## src/rtl/core/sct_pkg.sv

```systemverilog
`timescale 1ns / 1ps
// ----------------------------------------------------------------------------
// sct_pkg
// Shared types and constants of the segment crossing test pipeline.
// ----------------------------------------------------------------------------
package sct_pkg;

	localparam int COORD_WIDTH_DEF = 16;

	// coordinate bundle layout: first line p, second line q
	localparam int NUM_CRD = 8;
	localparam int CRD_PX0 = 0;
	localparam int CRD_PY0 = 1;
	localparam int CRD_PX1 = 2;
	localparam int CRD_PY1 = 3;
	localparam int CRD_QX0 = 4;
	localparam int CRD_QY0 = 5;
	localparam int CRD_QX1 = 6;
	localparam int CRD_QY1 = 7;

	// command codes
	localparam logic CMD_SEGMENT = 1'b0;
	localparam logic CMD_BOX     = 1'b1;

	// box side issued in a given cycle
	typedef enum logic [1:0] {
		SIDE_LOW,
		SIDE_RIGHT,
		SIDE_HIGH,
		SIDE_LEFT
	} box_side_t;

	typedef enum logic {
		ISS_IDLE,
		ISS_BOX
	} iss_state_t;

	// control that travels with each intersect operation
	typedef struct packed {
		logic vld;
		logic last;
		logic box;
	} op_ctrl_t;

endpackage

```

## src/rtl/core/sct_issue.sv

```systemverilog
`timescale 1ns / 1ps
// ----------------------------------------------------------------------------
// sct_issue
// Input sequencer: one operation per segment transaction, four per box
// transaction (one side per cycle while en is high) into the first stage.
// ----------------------------------------------------------------------------
module sct_issue #(
	parameter int W = sct_pkg::COORD_WIDTH_DEF
) (
	input  logic                                  clk,
	input  logic                                  arst_n,
	input  logic                                  en,
	input  logic                                  in_valid,
	output logic                                  in_ready,
	input  logic                                  command,
	input  logic [sct_pkg::NUM_CRD-1:0][W-1:0]    in_crd,
	output sct_pkg::op_ctrl_t                     ctrl_s1,
	output logic [sct_pkg::NUM_CRD-1:0][W-1:0]    crd_s1
);
	import sct_pkg::*;

	iss_state_t state_q, state_nxt;
	box_side_t side_q, side_nxt, side_sel;
	logic [NUM_CRD-1:0][W-1:0] hold_q, src, op_crd;
	op_ctrl_t op_ctrl;
	logic accept, box_sel;

	assign accept = in_valid && in_ready;

	// next state
	always_comb begin
		state_nxt = state_q;
		side_nxt  = side_q;
		case (state_q)
			ISS_IDLE: begin
				if (accept && command == CMD_BOX) begin
					state_nxt = ISS_BOX;
					side_nxt  = SIDE_RIGHT;
				end
			end
			ISS_BOX: begin
				if (en) begin
					case (side_q)
						SIDE_RIGHT: side_nxt = SIDE_HIGH;
						SIDE_HIGH:  side_nxt = SIDE_LEFT;
						default: begin
							state_nxt = ISS_IDLE;
							side_nxt  = SIDE_LOW;
						end
					endcase
				end
			end
			default: state_nxt = ISS_IDLE;
		endcase
	end

	// outputs and operation select
	always_comb begin
		in_ready = en && (state_q == ISS_IDLE);
		if (state_q == ISS_BOX) begin
			src      = hold_q;
			side_sel = side_q;
			box_sel  = 1'b1;
			op_ctrl  = '{vld: 1'b1, last: (side_q == SIDE_LEFT), box: 1'b1};
		end else begin
			src      = in_crd;
			side_sel = SIDE_LOW;
			box_sel  = (command == CMD_BOX);
			op_ctrl  = '{vld: accept, last: (command == CMD_SEGMENT),
				box: (command == CMD_BOX)};
		end
		op_crd = src;
		if (box_sel) begin
			case (side_sel)
				SIDE_LOW: begin
					op_crd[CRD_QX0] = src[CRD_QX0];
					op_crd[CRD_QY0] = src[CRD_QY0];
					op_crd[CRD_QX1] = src[CRD_QX1];
					op_crd[CRD_QY1] = src[CRD_QY0];
				end
				SIDE_RIGHT: begin
					op_crd[CRD_QX0] = src[CRD_QX1];
					op_crd[CRD_QY0] = src[CRD_QY0];
					op_crd[CRD_QX1] = src[CRD_QX1];
					op_crd[CRD_QY1] = src[CRD_QY1];
				end
				SIDE_HIGH: begin
					op_crd[CRD_QX0] = src[CRD_QX0];
					op_crd[CRD_QY0] = src[CRD_QY1];
					op_crd[CRD_QX1] = src[CRD_QX1];
					op_crd[CRD_QY1] = src[CRD_QY1];
				end
				default: begin
					op_crd[CRD_QX0] = src[CRD_QX0];
					op_crd[CRD_QY0] = src[CRD_QY0];
					op_crd[CRD_QX1] = src[CRD_QX0];
					op_crd[CRD_QY1] = src[CRD_QY1];
				end
			endcase
		end
	end

	// sequencer state
	always_ff @(posedge clk or negedge arst_n) begin
		if (!arst_n) begin
			state_q <= ISS_IDLE;
			side_q  <= SIDE_LOW;
			ctrl_s1 <= '0;
		end else begin
			state_q <= state_nxt;
			side_q  <= side_nxt;
			if (en)
				ctrl_s1 <= op_ctrl;
		end
	end

	// box transaction held for the remaining sides
	always_ff @(posedge clk) begin
		if (accept)
			hold_q <= in_crd;
		if (en)
			crd_s1 <= op_crd;
	end

endmodule

```

## config.mk

```make
export PLATFORM = sky130hd
export DESIGN_NAME = sct_issue
export DESIGN_NICKNAME = d
export VERILOG_FILES = /design/src/rtl/core/sct_pkg.sv /design/src/rtl/core/sct_issue.sv
export SDC_FILE = /design/constraint.sdc
export NUM_CORES = 1
export LEC_CHECK = 0
export BUFFER_PORTS_ARGS = -buffer_cell sky130_fd_sc_hd__buf_4
export CAP_MARGIN = 20
export CORE_ASPECT_RATIO = 0.8
export CORE_MARGIN = 2
export CORE_UTILIZATION = 35
export CTS_BUF_LIST = sky130_fd_sc_hd__clkbuf_4 sky130_fd_sc_hd__clkbuf_8
export CTS_CLUSTER_DIAMETER = 60
export DETAILED_ROUTE_END_ITERATION = 8
export GPL_ROUTABILITY_DRIVEN = 0
export MAX_ROUTING_LAYER = met4
export PLACE_DENSITY = 0.6
export SYNTH_ARGS = -nofsm -noshare
export SYNTH_HDL_FRONTEND = slang
export SYNTH_SLANG_ARGS = --single-unit
```

## constraint.sdc

```tcl
create_clock -name clk -period 4.2 [get_ports clk]
set_input_delay 0 -clock clk [delete_from_list [all_inputs] [get_ports clk]]
set_output_delay 0 -clock clk [all_outputs]
set_load 0.1 [all_outputs]
```

==> results.md <==
* Htree depth at 2
* Fin cells at 1422
* Max incr delay on CP at 640 ps
* DRC Markers at 0
* Setup_tns at 0 ps
* # nets final at 1148
* Total Power at 10.5 mW
* Clock Sinks at 262
* Worst-path fanout max at 78
* Placement Setup Slack at 1810 ps
* Kind of critical path: reg -> reg
* Crit-path slowest cell: dfrtp_4
* Yosys warning total at 0
* Routed WL per cell at 17.0 um
* Post-synthesis mux area share at 13.3%
* Vias per cell at 4.57
* Worst skew pair latency at 540 ps
* Clk root buf: clkbuf_8
* Hpwl dp at 14300 um
* Critical Path RT at 4380 ps
* Unrepaired setup endpoints after global routing: no
* Grt ovf at 0
* Starting density of the core at 35.3%
* Area of the core at 0.0291 mm2
* Area delta synth->final at 44.4%
* Clock transition at the registers of the reported paths at 60 ps
* Setup WS post-layout at 1860 ps
* Largest net degree at the start of global routing at 79
* CTS tree: yes
* Ordered cell list for the critical path: nor2b_2 > and2_4 > buf_12
* Post-Syn Instances at 593
* Max Slew Vio Count at 0
* Vias at 6504
* Final min period at 2340 ps
* Largest family of logic cells by synthesized area: multiplexers
* Final WL at 24100 um
* Layout Utilization at 51.0%
* Fmax at 0.427 GHz
* Final setup viols at 0
* Post-Synth XOR/XNOR Area at 0%
* Post-CTS Resized at 0
* Die W at 196 um
* Peak VDD IR at 0.461 mV
* Most frequent cells in the layout: buf_4 (269), edfxtp_1 (256), dlygate4sd3_1 (134)
* Crit start category: flip-flop
* Max Cap Viol at 0
* Die area at 0.0307 mm2
* Least-Margin Pin Slew at 971 ps
* Mapped cell area at 0.0103 mm2
* Synth area leader: edfxtp_1
* Mapped Nets at 728
* Distinct cells, synth at 26
* Num CTS Buffers at 44
* Synth Area in Simple Gates at 3.54%
* Synthesized flop and latch total at 262
* Sequential share of the synthesized area at 76.3%
* DRT Pass-1 Iters at 7
* Hold Buf Count CTS at 134
* Total Routing Usage GR at 15.8%
* Avg Synthesized Cell Area at 17.3 um2
* Synth Area in Adders at 0.244%
* Initial antenna violation count at 1
* First-pass GRT wire length at 37000 um
* Fin. Hold Viols at 0
* PD cells at 705 mW/mm2
* DP Cell Count at 1209
* Synth Area in Compound Gates at 4.81%
* Top cell type's share of synthesized area at 74.8%
* Synth top area cells: edfxtp_1 (75%), mux2_2 (7.0%), mux2i_1 (6.2%)
* Vias in the first global route at 6718
* Relative slew slack at 35.3%
* Antenna Nets Post-Route at 0
* FP Rows at 56
* Crit path DAT at 2520 ps
* IO Count at 265
* Status: finished clean
* Commonest non-fill, non-tap cell in the layout: buf_4
* Min-Delay Path Class: in -> reg
* Longest Clk Path Bufs at 3
* Clock skew at 24.7 ps
* Post-route clock period utilization at 55.7%
* Height of the die at 157 um
* Post-CTS setup buffer count at 0
* Share of cells above drive strength 1 at 39.2%
* Static leakage at 5.82 nW
* Crit. End Element: flip-flop
* IO buf count at 264
* Initial detailed-routing violation count at 334
-- synth_stat cells, drive strengths merged --
| cell | n |
|---|---|
| clkbuf | 5 |
| nor2b | 12 |
| nand3b | 1 |
| a21o | 1 |
| a31oi | 2 |
| ha | 2 |
| a211oi | 16 |
| dfrtp | 6 |
| mux2 | 64 |
| nand2 | 3 |
| a21oi | 69 |
| inv | 2 |
| o2bb2ai | 1 |
| and2b | 6 |
| buf | 27 |
| nand2b | 1 |
| edfxtp | 256 |
| nor2 | 54 |
| and2 | 1 |
| mux2i | 64 |
-- power by group --
group          internal [mW]  total [mW]  leakage [nW]  switching, mW
Sequential              3.52        3.75          2.49          0.224
Combinational           1.21        4.51          2.88           3.30
Clock                   1.21        2.21         0.453          0.994
-- final timing paths --
check,start,slack (ps),end,depth (start not counted)
setup / recovery,state_q,1860,hold_q[91],3
hold reg to reg,ctrl_s1[1],540,ctrl_s1[1],2
setup reg to reg,state_q,1860,hold_q[91],3
max in group asynchronous,arst_n,3460,state_q,3
min in group asynchronous,arst_n,460,ctrl_s1[2],3
hold / removal,in_crd[53],190,hold_q[53],2
-- routing by layer --
metal	track usage, %	wire (um)
met4	4.83	488
met1	20.9	11100
met3	3.39	1390
met2	24.8	11100
met5	-	0
-- critical path: cells and delay by family, from the launching register on --
kind / cells / cell delay [ps]
buffers and inverters: 1 / 440
and+or+nand+nor: 2 / 830
DFF: 1 / 640
-- through the flow --
stage / hold WS [ps] / instance area [um2]
floorplan: -296 / 10300
global placement: -185 / 12600
detailed placement: -184 / 12600
CTS: 145 / 14800
global route: 151 / 14800
finish: 188 / 14800
-- final cells by class --
class                      count  area, um2
fill                        2470      14200
clock inverter                15       92.6
antenna                        1       2.50
clock buffer                  62        753
tap                          377        472
timing repair buffer         406       3420
sequential                   262       7840
multi-input combinational    297       2250
inverter                       2       7.51
-- cells by family after synthesis --
kind of cell,Yosys count
flip-flops,262
AND/OR/NAND/NOR,78
AO/OA/AOI/OAI,89
multiplexers,128
adder cells (fa/ha/maj),2
buffers and inverters,34
-- registers in the layout, indices dropped and copies added (netlist names) --
| name | flops |
|---|---|
| crd_s1 | 128 |
| hold_q | 128 |
| ctrl_s1 | 3 |
| side_q | 2 |
| state_q | 1 |
No activity file was read; power rests on OpenSTA's default activity.
