**config.mk**
```make
export PLATFORM = sky130hd
export DESIGN_NAME = sct_resolve
export DESIGN_NICKNAME = d
export VERILOG_FILES = /design/src/rtl/core/sct_pkg.sv /design/src/rtl/core/sct_resolve.sv
export SDC_FILE = /design/constraint.sdc
export NUM_CORES = 1
export LEC_CHECK = 0
export ABC_AREA = 1
export BUFFER_PORTS_ARGS = -buffer_cell sky130_fd_sc_hd__buf_2
export CORE_MARGIN = 1
export CORE_UTILIZATION = 30
export DETAILED_ROUTE_END_ITERATION = 6
export PLACE_DENSITY = 0.44
export SLEW_MARGIN = 20
export SYNTH_ARGS = -nofsm -noshare
export SYNTH_HDL_FRONTEND = slang
export SYNTH_SLANG_ARGS = --single-unit
```
**constraint.sdc**
```tcl
create_clock -name clk -period 7.8 [get_ports clk]
set_input_delay 2.34 -clock clk [delete_from_list [all_inputs] [get_ports clk]]
set_output_delay 2.34 -clock clk [all_outputs]
set_load 0.01 [all_outputs]
```
**src/rtl/core/sct_pkg.sv**
```systemverilog
`timescale 1ns / 1ps
// ----------------------------------------------------------------------------
// sct_pkg
// Shared types and constants of the segment crossing test pipeline.
// ----------------------------------------------------------------------------
package sct_pkg;

	localparam int COORD_WIDTH_DEF = 16;

	// coordinate bundle layout: first line p, second line q
	localparam int NUM_CRD = 8;
	localparam int CRD_PX0 = 0;
	localparam int CRD_PY0 = 1;
	localparam int CRD_PX1 = 2;
	localparam int CRD_PY1 = 3;
	localparam int CRD_QX0 = 4;
	localparam int CRD_QY0 = 5;
	localparam int CRD_QX1 = 6;
	localparam int CRD_QY1 = 7;

	// command codes
	localparam logic CMD_SEGMENT = 1'b0;
	localparam logic CMD_BOX     = 1'b1;

	// box side issued in a given cycle
	typedef enum logic [1:0] {
		SIDE_LOW,
		SIDE_RIGHT,
		SIDE_HIGH,
		SIDE_LEFT
	} box_side_t;

	typedef enum logic {
		ISS_IDLE,
		ISS_BOX
	} iss_state_t;

	// control that travels with each intersect operation
	typedef struct packed {
		logic vld;
		logic last;
		logic box;
	} op_ctrl_t;

endpackage

```
**src/rtl/core/sct_resolve.sv**
```systemverilog
`timescale 1ns / 1ps
// ----------------------------------------------------------------------------
// sct_resolve
// Signed quotient, saturation, span tests, box side merge and the output
// register.
// ----------------------------------------------------------------------------
module sct_resolve #(
	parameter int W = sct_pkg::COORD_WIDTH_DEF
) (
	input  logic                                  clk,
	input  logic                                  arst_n,
	input  logic                                  en,
	input  sct_pkg::op_ctrl_t                     in_ctrl,
	input  logic [sct_pkg::NUM_CRD-1:0][W-1:0]    in_crd,
	input  logic [W-1:0]                          qmag_x,
	input  logic                                  ovf_x,
	input  logic                                  qneg_x,
	input  logic [W-1:0]                          qmag_y,
	input  logic                                  ovf_y,
	input  logic                                  qneg_y,
	input  logic                                  dzero,
	output logic                                  out_valid,
	output logic                                  crossed,
	output logic                                  point_valid,
	output logic signed [W-1:0]                   cross_x,
	output logic signed [W-1:0]                   cross_y
);
	import sct_pkg::*;

	localparam int VW = W + 2;
	localparam logic signed [VW-1:0] VMAX = {3'b000, {(W-1){1'b1}}};
	localparam logic signed [VW-1:0] VMIN = {3'b111, {(W-1){1'b0}}};
	localparam logic [W-1:0] SMAX = {1'b0, {(W-1){1'b1}}};
	localparam logic [W-1:0] SMIN = {1'b1, {(W-1){1'b0}}};

	op_ctrl_t ctrl_sr;
	logic [NUM_CRD-1:0][W-1:0] crd_sr;
	logic signed [VW-1:0] vx, vy, vx_sr, vy_sr;
	logic [W-1:0] satx, saty, satx_sr, saty_sr;
	logic okx_sr, oky_sr, pv_sr;
	logic hit, acc_q, out_valid_q;

	function automatic logic [W-1:0] sat_val(input logic signed [VW-1:0] v,
		input logic ovf, input logic neg);
		logic [W-1:0] r;
		if (ovf)
			r = neg ? SMIN : SMAX;
		else if (v > VMAX)
			r = SMAX;
		else if (v < VMIN)
			r = SMIN;
		else
			r = v[W-1:0];
		return r;
	endfunction

	function automatic logic in_span(input logic signed [W-1:0] e0,
		input logic signed [W-1:0] e1, input logic signed [VW-1:0] v);
		logic signed [W-1:0] lo, hi;
		lo = (e0 < e1) ? e0 : e1;
		hi = (e0 < e1) ? e1 : e0;
		return (v >= VW'(lo)) && (v <= VW'(hi));
	endfunction

	// signed quotient and saturated coordinate
	always_comb begin
		vx   = qneg_x ? -$signed({2'b00, qmag_x}) : $signed({2'b00, qmag_x});
		vy   = qneg_y ? -$signed({2'b00, qmag_y}) : $signed({2'b00, qmag_y});
		satx = sat_val(vx, ovf_x, qneg_x);
		saty = sat_val(vy, ovf_y, qneg_y);
	end

	always_ff @(posedge clk or negedge arst_n) begin
		if (!arst_n)
			ctrl_sr <= '0;
		else if (en)
			ctrl_sr <= in_ctrl;
	end

	always_ff @(posedge clk) begin
		if (en) begin
			crd_sr  <= in_crd;
			vx_sr   <= vx;
			vy_sr   <= vy;
			satx_sr <= satx;
			saty_sr <= saty;
			okx_sr  <= !ovf_x;
			oky_sr  <= !ovf_y;
			pv_sr   <= !dzero;
		end
	end

	// crossing must sit inside both segments' spans
	always_comb begin
		hit = pv_sr && okx_sr && oky_sr
			&& in_span(crd_sr[CRD_PX0], crd_sr[CRD_PX1], vx_sr)
			&& in_span(crd_sr[CRD_PY0], crd_sr[CRD_PY1], vy_sr)
			&& in_span(crd_sr[CRD_QX0], crd_sr[CRD_QX1], vx_sr)
			&& in_span(crd_sr[CRD_QY0], crd_sr[CRD_QY1], vy_sr);
	end

	// merge of box sides and output control
	always_ff @(posedge clk or negedge arst_n) begin
		if (!arst_n) begin
			acc_q       <= 1'b0;
			out_valid_q <= 1'b0;
		end else if (en) begin
			out_valid_q <= ctrl_sr.vld && ctrl_sr.last;
			if (ctrl_sr.vld)
				acc_q <= ctrl_sr.last ? 1'b0 : (acc_q | hit);
		end
	end

	// output payload
	always_ff @(posedge clk) begin
		if (en && ctrl_sr.vld && ctrl_sr.last) begin
			crossed     <= acc_q | hit;
			point_valid <= !ctrl_sr.box && pv_sr;
			cross_x     <= (!ctrl_sr.box && pv_sr) ? satx_sr : '0;
			cross_y     <= (!ctrl_sr.box && pv_sr) ? saty_sr : '0;
		end
	end

	assign out_valid = out_valid_q;

endmodule

```
==> impl_metrics.csv, run 1 <==
group,metric,value,unit
run_status,status,"completed",
clock_tree,clkSinkCount,238,
timing,rsz0062_at_grt,"no",
power_and_ir_drop,p_sw_share,32.2,%
synthesis,synth_fp_nets,2083,
clock_tree,ctsHoldBuffers,0,
floorplan,num_rows,82,
power_and_ir_drop,p_int,2.87,mW
placed_design,portBuffers,205,
timing,period_minus_slack,4.50,ns
worst_setup_path,worstSetupPathType,"register to register",
global_route,antenna_found_initial,3,
floorplan,design.core.area,50300,um2
synthesis,dominantRegCellSynth,"edfxtp_1",
clock_tree,clock_latency,0.58,ns
routing,drc,0,
synthesis,postSynthAreaPerCell,8.98,um2
power_and_ir_drop,leakagePower,8.69,nW
final_layout,nNetsFinal,2297,
clock_tree,cts_resized,0,
clock_tree,cts_tree,"yes",
timing,fmax,0.222,GHz
placed_design,dp.cells,2559,
synthesis,yosysMostFrequentCell,"nand2_1",
routing,postRouteAntennaNets,0,
synthesis,synthCells,1706,
synthesis,yosys_warnings,0,
global_route,grt_use_met1,18.8,%
worst_setup_path,cp-end-kind,"register",
timing,final-setup-viol-count,0,
timing,tns,0,ns
final_layout,syn2layout_area_growth,18.6,%
synthesis,ys_seq_area_share,46.5,%
routing,routed_via_density,4.44,
worst_setup_path,required,8.13,ns
routing,drtIter0Drc,471,
placed_design,dpl.hpwl,32400,um
timing,drv_slew,0,
floorplan,start_util,30.5,%
routing,wirelength,40700,um
synthesis,netlist.area_leader.share,45.7,%
clock_tree,path_clk_slew,0.06,ns
floorplan,die_w,228,um
power_and_ir_drop,p_comb_share,27.2,%
global_route,globalRouteOverflowTotal,0,
timing,hold_viol_final,0,
final_layout,instances_no_fill,2616,
synthesis,synth-seq-cells,238,
worst_setup_path,arrival,4.82,ns
floorplan,fp.dieArea,52000,um2
floorplan,fp.dieH,228,um
clock_tree,ctsRootBufferMaster,"clkbuf_16",
global_route,grt_max_degree,63,
synthesis,synth.distinct_cells,46,
synthesis,synthesis.area,15300,um2
clock_tree,clock_path_buffers,3,
power_and_ir_drop,p_switching,1.37,mW
synthesis,synth_edf_count,233,
worst_setup_path,crit_fanout,33,
worst_setup_path,start_kind,"register",
timing,tightest_slew,1.05,ns
power_and_ir_drop,seq_power_share,38.4,%
routing,vias,11600,
final_layout,drive_gt1_share,15.7,%
timing,timing.hold.ws,0.509,ns
timing,fin_skew,0.0201,ns
clock_tree,ctsHtreeMaxLevel,1,
routing,first_pass_iters,4,
global_route,busiest_layer,"met2",
floorplan,ios,206,
power_and_ir_drop,vdd_drop_max,0.160,mV
power_and_ir_drop,pwr-share-clk,34.4,%
synthesis,yosysTopAreaCell,"edfxtp_1",
power_and_ir_drop,power.density,233,nW/um2
synthesis,synth.area.top_cells,"edfxtp_1, ha_1, nand2_1, inv_1, o21ai_1",
global_route,use_met3,2.46,%
clock_tree,cts_buffers,30,
synthesis,synth-async-reset-ratio,2.10,%
placed_design,place_congestion,0.818,
timing,slew_headroom,29.5,%
global_route,grt_pass1_vias,11800,
min_path,holdCritPathClass,"register to register",
flow_run,maxCapViolCount,0,
timing,post-route-period-util,57.7,%
global_route,grt_pass1_wl,64000,um
global_route,grtUsageTotal,15.7,%
routing,wire_per_inst,15.6,um
global_route,use_met2,28.8,%
clock_tree,cts_setup_buffers,0,
synthesis,yosys-top-cells-count,"nand2_1, inv_1, edfxtp_1",
[metrics by stage]
step | total power, mW | util [%] | setup slack [ns] | area (um2)
after global routing | 4.56 | 36.1 | 2.73 | 18200
after global placement | 2.80 | 34.0 | 3.22 | 17100
after detailed placement | 2.83 | 34.0 | 3.13 | 17100
after floorplan | 2.46 | - | 3.51 | 15300
after CTS | 4.31 | 36.1 | 3.11 | 18100
final | 4.24 | 36.1 | 3.30 | 18200
[cell usage in the layout, fill, tap and decap left out, drive strengths merged]
| cell type | Yosys | layout |
|---|---|---|
| nand2 | 470 | 470 |
| inv | 267 | 268 |
| edfxtp | 233 | 233 |
| buf | 12 | 211 |
| ha | 206 | 206 |
| o21ai | 155 | 155 |
| nor2 | 118 | 118 |
| a21oi | 84 | 84 |
| nand3 | 44 | 44 |
| clkbuf | 18 | 42 |
| xor2 | 23 | 23 |
| nand4 | 16 | 16 |
| clkinv | 1 | 9 |
| a21o | 8 | 8 |
| o21bai | 8 | 8 |
| nor3 | 8 | 8 |
| o31ai | 5 | 5 |
| nor4 | 5 | 5 |
| xnor2 | 5 | 5 |
| dfrtp | 5 | 5 |
| bufinv | 0 | 5 |
| o211ai | 4 | 4 |
| nand3b | 3 | 3 |
| and3 | 2 | 2 |
| diode | 0 | 1 |
| or2 | 1 | 1 |
| a31oi | 1 | 1 |
| a31o | 1 | 1 |
| nand2b | 1 | 1 |
| mux2 | 1 | 1 |
| o22ai | 1 | 1 |
[power by group through the flow]
stage,clock network (mW),registers (mW),logic [mW]
3_5_place_dp,0,1.66,1.17
4_1_cts,1.50,1.63,1.18
3_3_place_gp,0,1.66,1.14
6_report,1.46,1.63,1.15
2_1_floorplan,0,1.61,0.846
5_1_grt,1.55,1.64,1.37
[sequential cells by signal, indices dropped and copies added, names as in the netlist, 3 cells and up]
name,flops
saty_sr,16
cross_y,16
ctrl_sr,3
crd_sr,128
satx_sr,16
vy_sr,18
cross_x,16
vx_sr,18
[final cells by class]
cell class / instances / area, um2
diodes: 1 / 2.50
clock buffers: 41 / 833
clock inverters: 14 / 196
fillers: 5203 / 32100
inverters: 268 / 1010
multi-input cells: 1170 / 7050
flip-flops and latches: 238 / 7120
well taps: 672 / 841
repair buffers: 212 / 1110
[worst max-delay path, stage by stage, from the launching register on]
cell,delay [ns]
edfxtp_1,0.43
ha_1,0.37
nand2_1,0.08
nor2_1,0.21
o211ai_1,0.18
nand2_1,0.17
nand2_1,0.06
nand2_1,0.77
inv_2,0.44
nand2_1,0.15
o21ai_1,0.08
ha_1,0.29
nand2_1,0.04
nor2_1,0.12
inv_1,0.05
nor2_1,0.18
nand3b_1,0.13
nand4_1,0.10
nand3_1,0.08
nand2_1,0.10
nor2_1,0.05
nand4_1,0.09
nand2_1,0.07
[layer usage]
metal | wire (um) | share of wire (%)
met4 | 1210 | 3.0
met2 | 20400 | 50
met1 | 17600 | 43
met5 | 20 | 0.049
met3 | 1460 | 3.6
[path summary, 6_finish.rpt]
| kind | startpoint | to | slack (ns) | cells after the start |
|---|---|---|---|---|
| worst max-delay path | crd_sr[15]$_DFFE_PP_ | crossed$_DFFE_PP_ | 3.30 | 22 |
| worst min-delay path | ctrl_sr[2]$_DFFE_PN0P_ | ctrl_sr[2]$_DFFE_PN0P_ | 0.51 | 1 |
| worst max register to register | crd_sr[15]$_DFFE_PP_ | crossed$_DFFE_PP_ | 3.30 | 22 |
| worst min register to register | ctrl_sr[2]$_DFFE_PN0P_ | ctrl_sr[2]$_DFFE_PN0P_ | 0.51 | 1 |
| max in group asynchronous | arst_n | out_valid$_DFFE_PN0P_ | 6.01 | 1 |
| min in group asynchronous | arst_n | ctrl_sr[2]$_DFFE_PN0P_ | 1.60 | 1 |
[logic make-up after synthesis]
group / count (synthesis) / share of synthesized area, %
and+or+nand+nor: 668 / 17.8
buffers and inverters: 298 / 7.56
AOI/OAI and AO/OA: 267 / 9.55
DFF: 238 / 46.5
adders and majority gates: 206 / 16.8
xor gates and xnor gates: 28 / 1.65
muxes: 1 / 0.0735
Power figures use the tool's default switching activity.
==> inputs of run 2 (changes only) <==
--- a/config.mk
+++ b/config.mk
@@ -10,7 +10,7 @@
 export CORE_MARGIN = 1
 export CORE_UTILIZATION = 30
 export DETAILED_ROUTE_END_ITERATION = 6
-export PLACE_DENSITY = 0.44
+export PLACE_DENSITY = 0.46
 export SLEW_MARGIN = 20
 export SYNTH_ARGS = -nofsm -noshare
 export SYNTH_HDL_FRONTEND = slang
==> constraint.sdc (replaced) <==
create_clock -name clk -period 4 [get_ports clk]
set_input_delay 1.2 -clock clk [delete_from_list [all_inputs] [get_ports clk]]
set_output_delay 1.2 -clock clk [all_outputs]
set_load 0.01 [all_outputs]
==> run 2 against run 1 <==
Effect of this change: critical path depth did not move; flip-flop and latch count did not move; first-iteration DRC count rose by 21%; routed wire length down 2.5%; final cell count increased by 0.19%; cell area rose by 0.25%; critical path type unchanged; largest cell class unchanged.
==> impl_metrics.csv, run 2 (synthesized netlist as in run 1, its figures left out) <==
group,metric,value,unit
routing,routed_via_density,4.44,
worst_setup_path,required,4.33,ns
timing,post-route-period-util,88.4,%
placed_design,place_congestion,0.855,
worst_setup_path,cpMostUsedCell,"nand2_1",
final_layout,largestRegisters,"crd_sr (128), vx_sr (18), vy_sr (18)",
worst_setup_path,startpoint,"crd_sr[69]$_DFFE_PP_",
worst_setup_path,arrival,3.87,ns
timing,final-setup-viol-count,0,
worst_setup_path,ff2ff_path_depth,22,
routing,first_pass_iters,5,
routing,drc,0,
clock_tree,cts_buffers,29,
final_layout,regMostFlops,"crd_sr",
clock_tree,ctsRootBufferMaster,"clkbuf_16",
timing,fin_skew,0.0177,ns
worst_setup_path,endpoint,"crossed$_DFFE_PP_",
power_and_ir_drop,leakagePower,8.71,nW
power_and_ir_drop,vdd_drop_max,0.297,mV
worst_setup_path,cp-end-kind,"register",
worst_setup_path,timing.rr.end,"crossed$_DFFE_PP_",
floorplan,num_rows,82,
floorplan,fp.dieArea,52000,um2
floorplan,design.core.area,50300,um2
placed_design,dpl.hpwl,31600,um
timing,timing.hold.ws,0.432,ns
placed_design,portBuffers,205,
timing,fmax,0.283,GHz
final_layout,nNetsFinal,2304,
timing,hold_viol_final,0,
routing,vias,11600,
global_route,antenna_found_initial,1,
worst_setup_path,cp_slowest_cell,"edfxtp_1",
final_layout,mostFrequentLayoutCells,"nand2_1, inv_1, edfxtp_1",
timing,rsz0062_at_grt,"no",
global_route,grtUsageTotal,15.3,%
routing,drtIter0Drc,571,
clock_tree,clkSinkCount,238,
global_route,grt_pass1_wl,62500,um
run_status,status,"completed",
clock_tree,ctsHtreeMaxLevel,1,
power_and_ir_drop,power.density,445,nW/um2
routing,wirelength,39700,um
timing,period_minus_slack,3.54,ns
worst_setup_path,crit_chain,"ha_1 -> a21oi_1 -> o21ai_0 -> o211ai_1 -> nand2_2 -> nand2_1 -> nand2_1 -> buf_8 -> nand2_1 -> o21ai_1 -> ha_1 -> nand2_1 -> nor2_1 -> nand2_1 -> nor2_1 -> nand2_1 -> nand4_1 -> nand3_1 -> nand2_1 -> inv_1 -> nand4_1 -> nand2_1",
floorplan,fp.dieH,228,um
final_layout,largest_reg_flops,128,
flow_run,maxCapViolCount,0,
clock_tree,ctsHoldBuffers,0,
clock_tree,clock_latency,0.58,ns
worst_setup_path,start_kind,"register",
floorplan,die_w,228,um
final_layout,final_area,18200,um2
min_path,holdCritPathClass,"input pin to asynchronous set/reset pin",
final_layout,diodes,0,
floorplan,start_util,30.5,%
clock_tree,clock_path_buffers,3,
global_route,grt_max_degree,96,
worst_setup_path,worstSetupPathType,"register to register",
worst_setup_path,rrSetupSlack,0.46,ns
routing,postRouteAntennaNets,0,
timing,drv_slew,0,
clock_tree,cts_setup_buffers,0,
worst_setup_path,critical_path.max_stage_delay,0.43,ns
routing,wire_per_inst,15.1,um
timing,tns,0,ns
timing,slew_headroom,61.4,%
global_route,globalRouteOverflowTotal,0,
global_route,grt_pass1_vias,11600,
clock_tree,path_clk_slew,0.06,ns
worst_setup_path,regToRegStartpoint,"crd_sr[69]$_DFFE_PP_",
clock_tree,cts_tree,"yes",
timing,tightest_slew,0.573,ns
placed_design,placed_area,17200,um2
floorplan,ios,206,
power_and_ir_drop,finalPower,8.11,mW
final_layout,syn2layout_area_growth,18.9,%
final_layout,drive_gt1_share,16.5,%
worst_setup_path,crit_fanout,30,
final_layout,layout_commonest_cell,"nand2_1",
## run 2: timing repair
| item | CTS | global route |
|---|---|---|
| setup endpoints to repair | 0 | 2 |
| gates resized for setup | 0 | 16 |
| hold endpoints to repair | 0 | 0 |
## run 2: how the worst min path moves through the flow
stage	end	startpoint	slack, ns
after floorplan	ctrl_sr[2]$_DFFE_PN0P_	ctrl_sr[2]$_DFFE_PN0P_	0.48
after global placement	ctrl_sr[2]$_DFFE_PN0P_	ctrl_sr[2]$_DFFE_PN0P_	0.49
after detailed placement	ctrl_sr[2]$_DFFE_PN0P_	ctrl_sr[2]$_DFFE_PN0P_	0.50
after CTS	ctrl_sr[1]$_DFFE_PN0P_	arst_n	0.38
after global routing	ctrl_sr[1]$_DFFE_PN0P_	arst_n	0.40
final	ctrl_sr[1]$_DFFE_PN0P_	arst_n	0.43
## run 2: worst max-delay path: cells and delay by family (launching register included)
| family | cells | cell delay, ns |
|---|---|---|
| AND/OR/NAND/NOR | 14 | 1.32 |
| adder cells (fa/ha/maj) | 2 | 0.64 |
| AO/OA/AOI/OAI | 4 | 0.66 |
| buffers and inverters | 2 | 0.25 |
| flip-flops | 1 | 0.43 |
## run 2: final cells by class
class	instances	area [um2]
Fill cell	5233	32100
Timing Repair Buffer	220	1220
Tap cell	672	841
Inverter	268	1010
Sequential cell	238	7120
Clock inverter	20	199
Clock buffer	33	741
Multi-Input combinational cell	1170	7060
## run 2: per-stage QoR
stage | cells | worst slack (ns) | util [%]
floorplan | 1706 | 0.830 | -
global placement | 2567 | 0.270 | 34.2
detailed placement | 2567 | 0.280 | 34.2
CTS | 2620 | 0.269 | 36.1
global route | 2621 | 0.0246 | 36.2
finish | 2621 | 0.463 | 36.2
## run 2: power breakdown
group	switching, mW	leakage, nW	internal (mW)
logic	1.42	5.93	0.902
registers	0.173	2.32	2.99
clock network	1.09	0.460	1.53
total	2.69	8.71	5.42
## run 2: metal layers
metal	vias up	share of wire (%)	GRT usage [%]	routed length [um]
li1	6150	-	-	-
met3	55	3.7	2.53	1480
met5	-	0.020	0	8
met4	2	3.0	4.55	1190
met1	5242	43	18.4	17100
met2	181	50	27.7	19800
==> inputs of run 3 (changes only) <==
--- a/config.mk
+++ b/config.mk
@@ -10,7 +10,7 @@
 export CORE_MARGIN = 1
 export CORE_UTILIZATION = 30
 export DETAILED_ROUTE_END_ITERATION = 6
-export PLACE_DENSITY = 0.46
+export PLACE_DENSITY = 0.58
 export SLEW_MARGIN = 20
 export SYNTH_ARGS = -nofsm -noshare
 export SYNTH_HDL_FRONTEND = slang
==> run 3 against run 2 <==
Effect of this change: routed wire length grew 1.2%; via count increased by 3.4%; core utilization fell by 0.080 points; critical path depth stayed put; critical path type unchanged; fmax is 2.3% lower; count of clock-buffer cells in the layout unchanged; die area is the same; register-to-register slack lost 0.08 ns.
==> impl_metrics.csv, run 3 (synthesized netlist as in run 1, its figures left out) <==
group,metric,value,unit
worst_setup_path,crit_fanout,39,
clock_tree,cts_tree,"yes",
worst_setup_path,worstSetupPathType,"register to register",
floorplan,num_rows,82,
final_layout,syn2layout_area_growth,18.6,%
worst_setup_path,crit_buf_inv,2,
placed_design,dpl.hpwl,32000,um
global_route,grtUsageTotal,15.3,%
timing,hold_viol_final,0,
routing,wirelength,40100,um
worst_setup_path,cp_slowest_cell,"edfxtp_1",
power_and_ir_drop,vdd_drop_max,0.315,mV
final_layout,layout_commonest_cell,"nand2_1",
global_route,grt_pass1_wl,63200,um
worst_setup_path,start_kind,"register",
worst_setup_path,required,4.31,ns
routing,wire_per_inst,15.3,um
final_layout,drive_gt1_share,16.6,%
timing,slew_headroom,59.7,%
timing,final-setup-viol-count,0,
timing,tightest_slew,0.605,ns
timing,timing.hold.ws,0.472,ns
flow_run,maxCapViolCount,0,
timing,post-route-period-util,90.5,%
routing,drc,0,
routing,vias,12000,
floorplan,ios,206,
global_route,antenna_found_initial,3,
floorplan,fp.dieArea,52000,um2
final_layout,largestRegisters,"crd_sr (128), vx_sr (18), vy_sr (18)",
power_and_ir_drop,power.density,441,nW/um2
clock_tree,ctsHtreeMaxLevel,1,
final_layout,mostFrequentLayoutCells,"nand2_1, inv_1, edfxtp_1",
final_layout,largest_reg_flops,128,
final_layout,fill_cells,5138,
final_layout,final_util,36.1,%
global_route,use_met3,2.99,%
placed_design,portBuffers,205,
timing,drv_slew,0,
worst_setup_path,crit_family,"simple AND/OR/NAND/NOR gates",
global_route,grt_pass1_vias,12200,
clock_tree,ctsRootBufferMaster,"clkbuf_16",
floorplan,start_util,30.5,%
clock_tree,cts_buffers,28,
routing,drtIter0Drc,579,
global_route,grt_use_met1,18.3,%
clock_tree,ctsHoldBuffers,0,
final_layout,regMostFlops,"crd_sr",
worst_setup_path,crit_chain,"ha_1 -> a21oi_1 -> o21ai_1 -> o211ai_1 -> nand2_2 -> nand2_1 -> nand2_1 -> buf_12 -> nand2_1 -> o21ai_1 -> ha_1 -> nand2_1 -> nor2_1 -> nand2_1 -> nor2_1 -> nand2_1 -> nand4_1 -> nand3_1 -> nand2_1 -> inv_1 -> nand4_1 -> nand2_1",
placed_design,place_congestion,0.898,
power_and_ir_drop,leakagePower,8.70,nW
global_route,grt_max_degree,106,
routing,first_pass_iters,5,
global_route,busiest_layer,"met2",
clock_tree,clock_path_buffers,3,
timing,period_minus_slack,3.62,ns
worst_setup_path,cp-end-kind,"register",
global_route,use_met2,27.0,%
worst_setup_path,arrival,3.93,ns
clock_tree,clkSinkCount,238,
global_route,globalRouteOverflowTotal,0,
floorplan,die_w,228,um
worst_setup_path,critical_path.max_stage_delay,0.42,ns
routing,routed_via_density,4.59,
timing,fmax,0.276,GHz
run_status,status,"completed",
final_layout,nNetsFinal,2303,
clock_tree,path_clk_slew,0.07,ns
min_path,holdCritPathClass,"input pin to asynchronous set/reset pin",
floorplan,design.core.area,50300,um2
floorplan,fp.dieH,228,um
clock_tree,clock_latency,0.56,ns
routing,postRouteAntennaNets,0,
worst_setup_path,cpMostUsedCell,"nand2_1",
timing,fin_skew,0.0160,ns
==> run 3: cell type report <==
type | instances | area (um2) | share of cell area [%]
clock inverter | 19 | 155 | 0.854
antenna | 1 | 2.50 | 0.0138
sequential | 238 | 7120 | 39.2
inverter | 268 | 1010 | 5.57
multi-input combinational | 1170 | 7070 | 38.9
tap | 672 | 841 | 4.63
timing repair buffer | 220 | 1220 | 6.72
clock buffer | 33 | 741 | 4.08
==> run 3: final timing paths <==
| path | from | endpoint | slack, ns | cells after the start |
|---|---|---|---|---|
| setup reg to reg | crd_sr[85]$_DFFE_PP_ | crossed$_DFFE_PP_ | 0.38 | 22 |
| max in group asynchronous | arst_n | out_valid$_DFFE_PN0P_ | 3.34 | 1 |
| hold reg to reg | ctrl_sr[2]$_DFFE_PN0P_ | ctrl_sr[2]$_DFFE_PN0P_ | 0.51 | 1 |
| setup / recovery | crd_sr[85]$_DFFE_PP_ | crossed$_DFFE_PP_ | 0.38 | 22 |
| hold / removal | arst_n | ctrl_sr[0]$_DFFE_PN0P_ | 0.47 | 1 |
| min in group clk | ctrl_sr[2]$_DFFE_PN0P_ | ctrl_sr[2]$_DFFE_PN0P_ | 0.51 | 1 |
==> run 3: layer usage <==
metal / vias to the layer above / routed length [um]
li1: 6143 / -
met1: 5515 / 17300
met2: 292 / 19100
met3: 75 / 2000
met4: 4 / 1680
met5: - / 23
==> run 3: stage by stage <==
stage / worst slack (ns) / TNS, ns / area [um2] / power [mW] / instances
6_report: 0.379 / 0 / 18200 / 8.01 / 2621
5_1_grt: -0.00373 / -0.00722 / 18200 / 8.60 / 2620
4_1_cts: 0.200 / 0 / 18100 / 8.10 / 2618
3_5_place_dp: 0.227 / 0 / 17200 / 5.55 / 2566
3_3_place_gp: 0.315 / 0 / 17200 / 5.45 / 2566
2_1_floorplan: 0.830 / 0 / 15300 / 4.79 / 1706
==> run 3: timing repair <==
action	in CTS	in global routing
resized for setup	0	17
setup buffers	0	2
setup endpoints to repair	0	2
==> run 3: where the power goes <==
part           switching (mW)  internal [mW]
sequential              0.177           2.99
clock                    1.05           1.45
combinational            1.44          0.902
total                    2.67           5.34
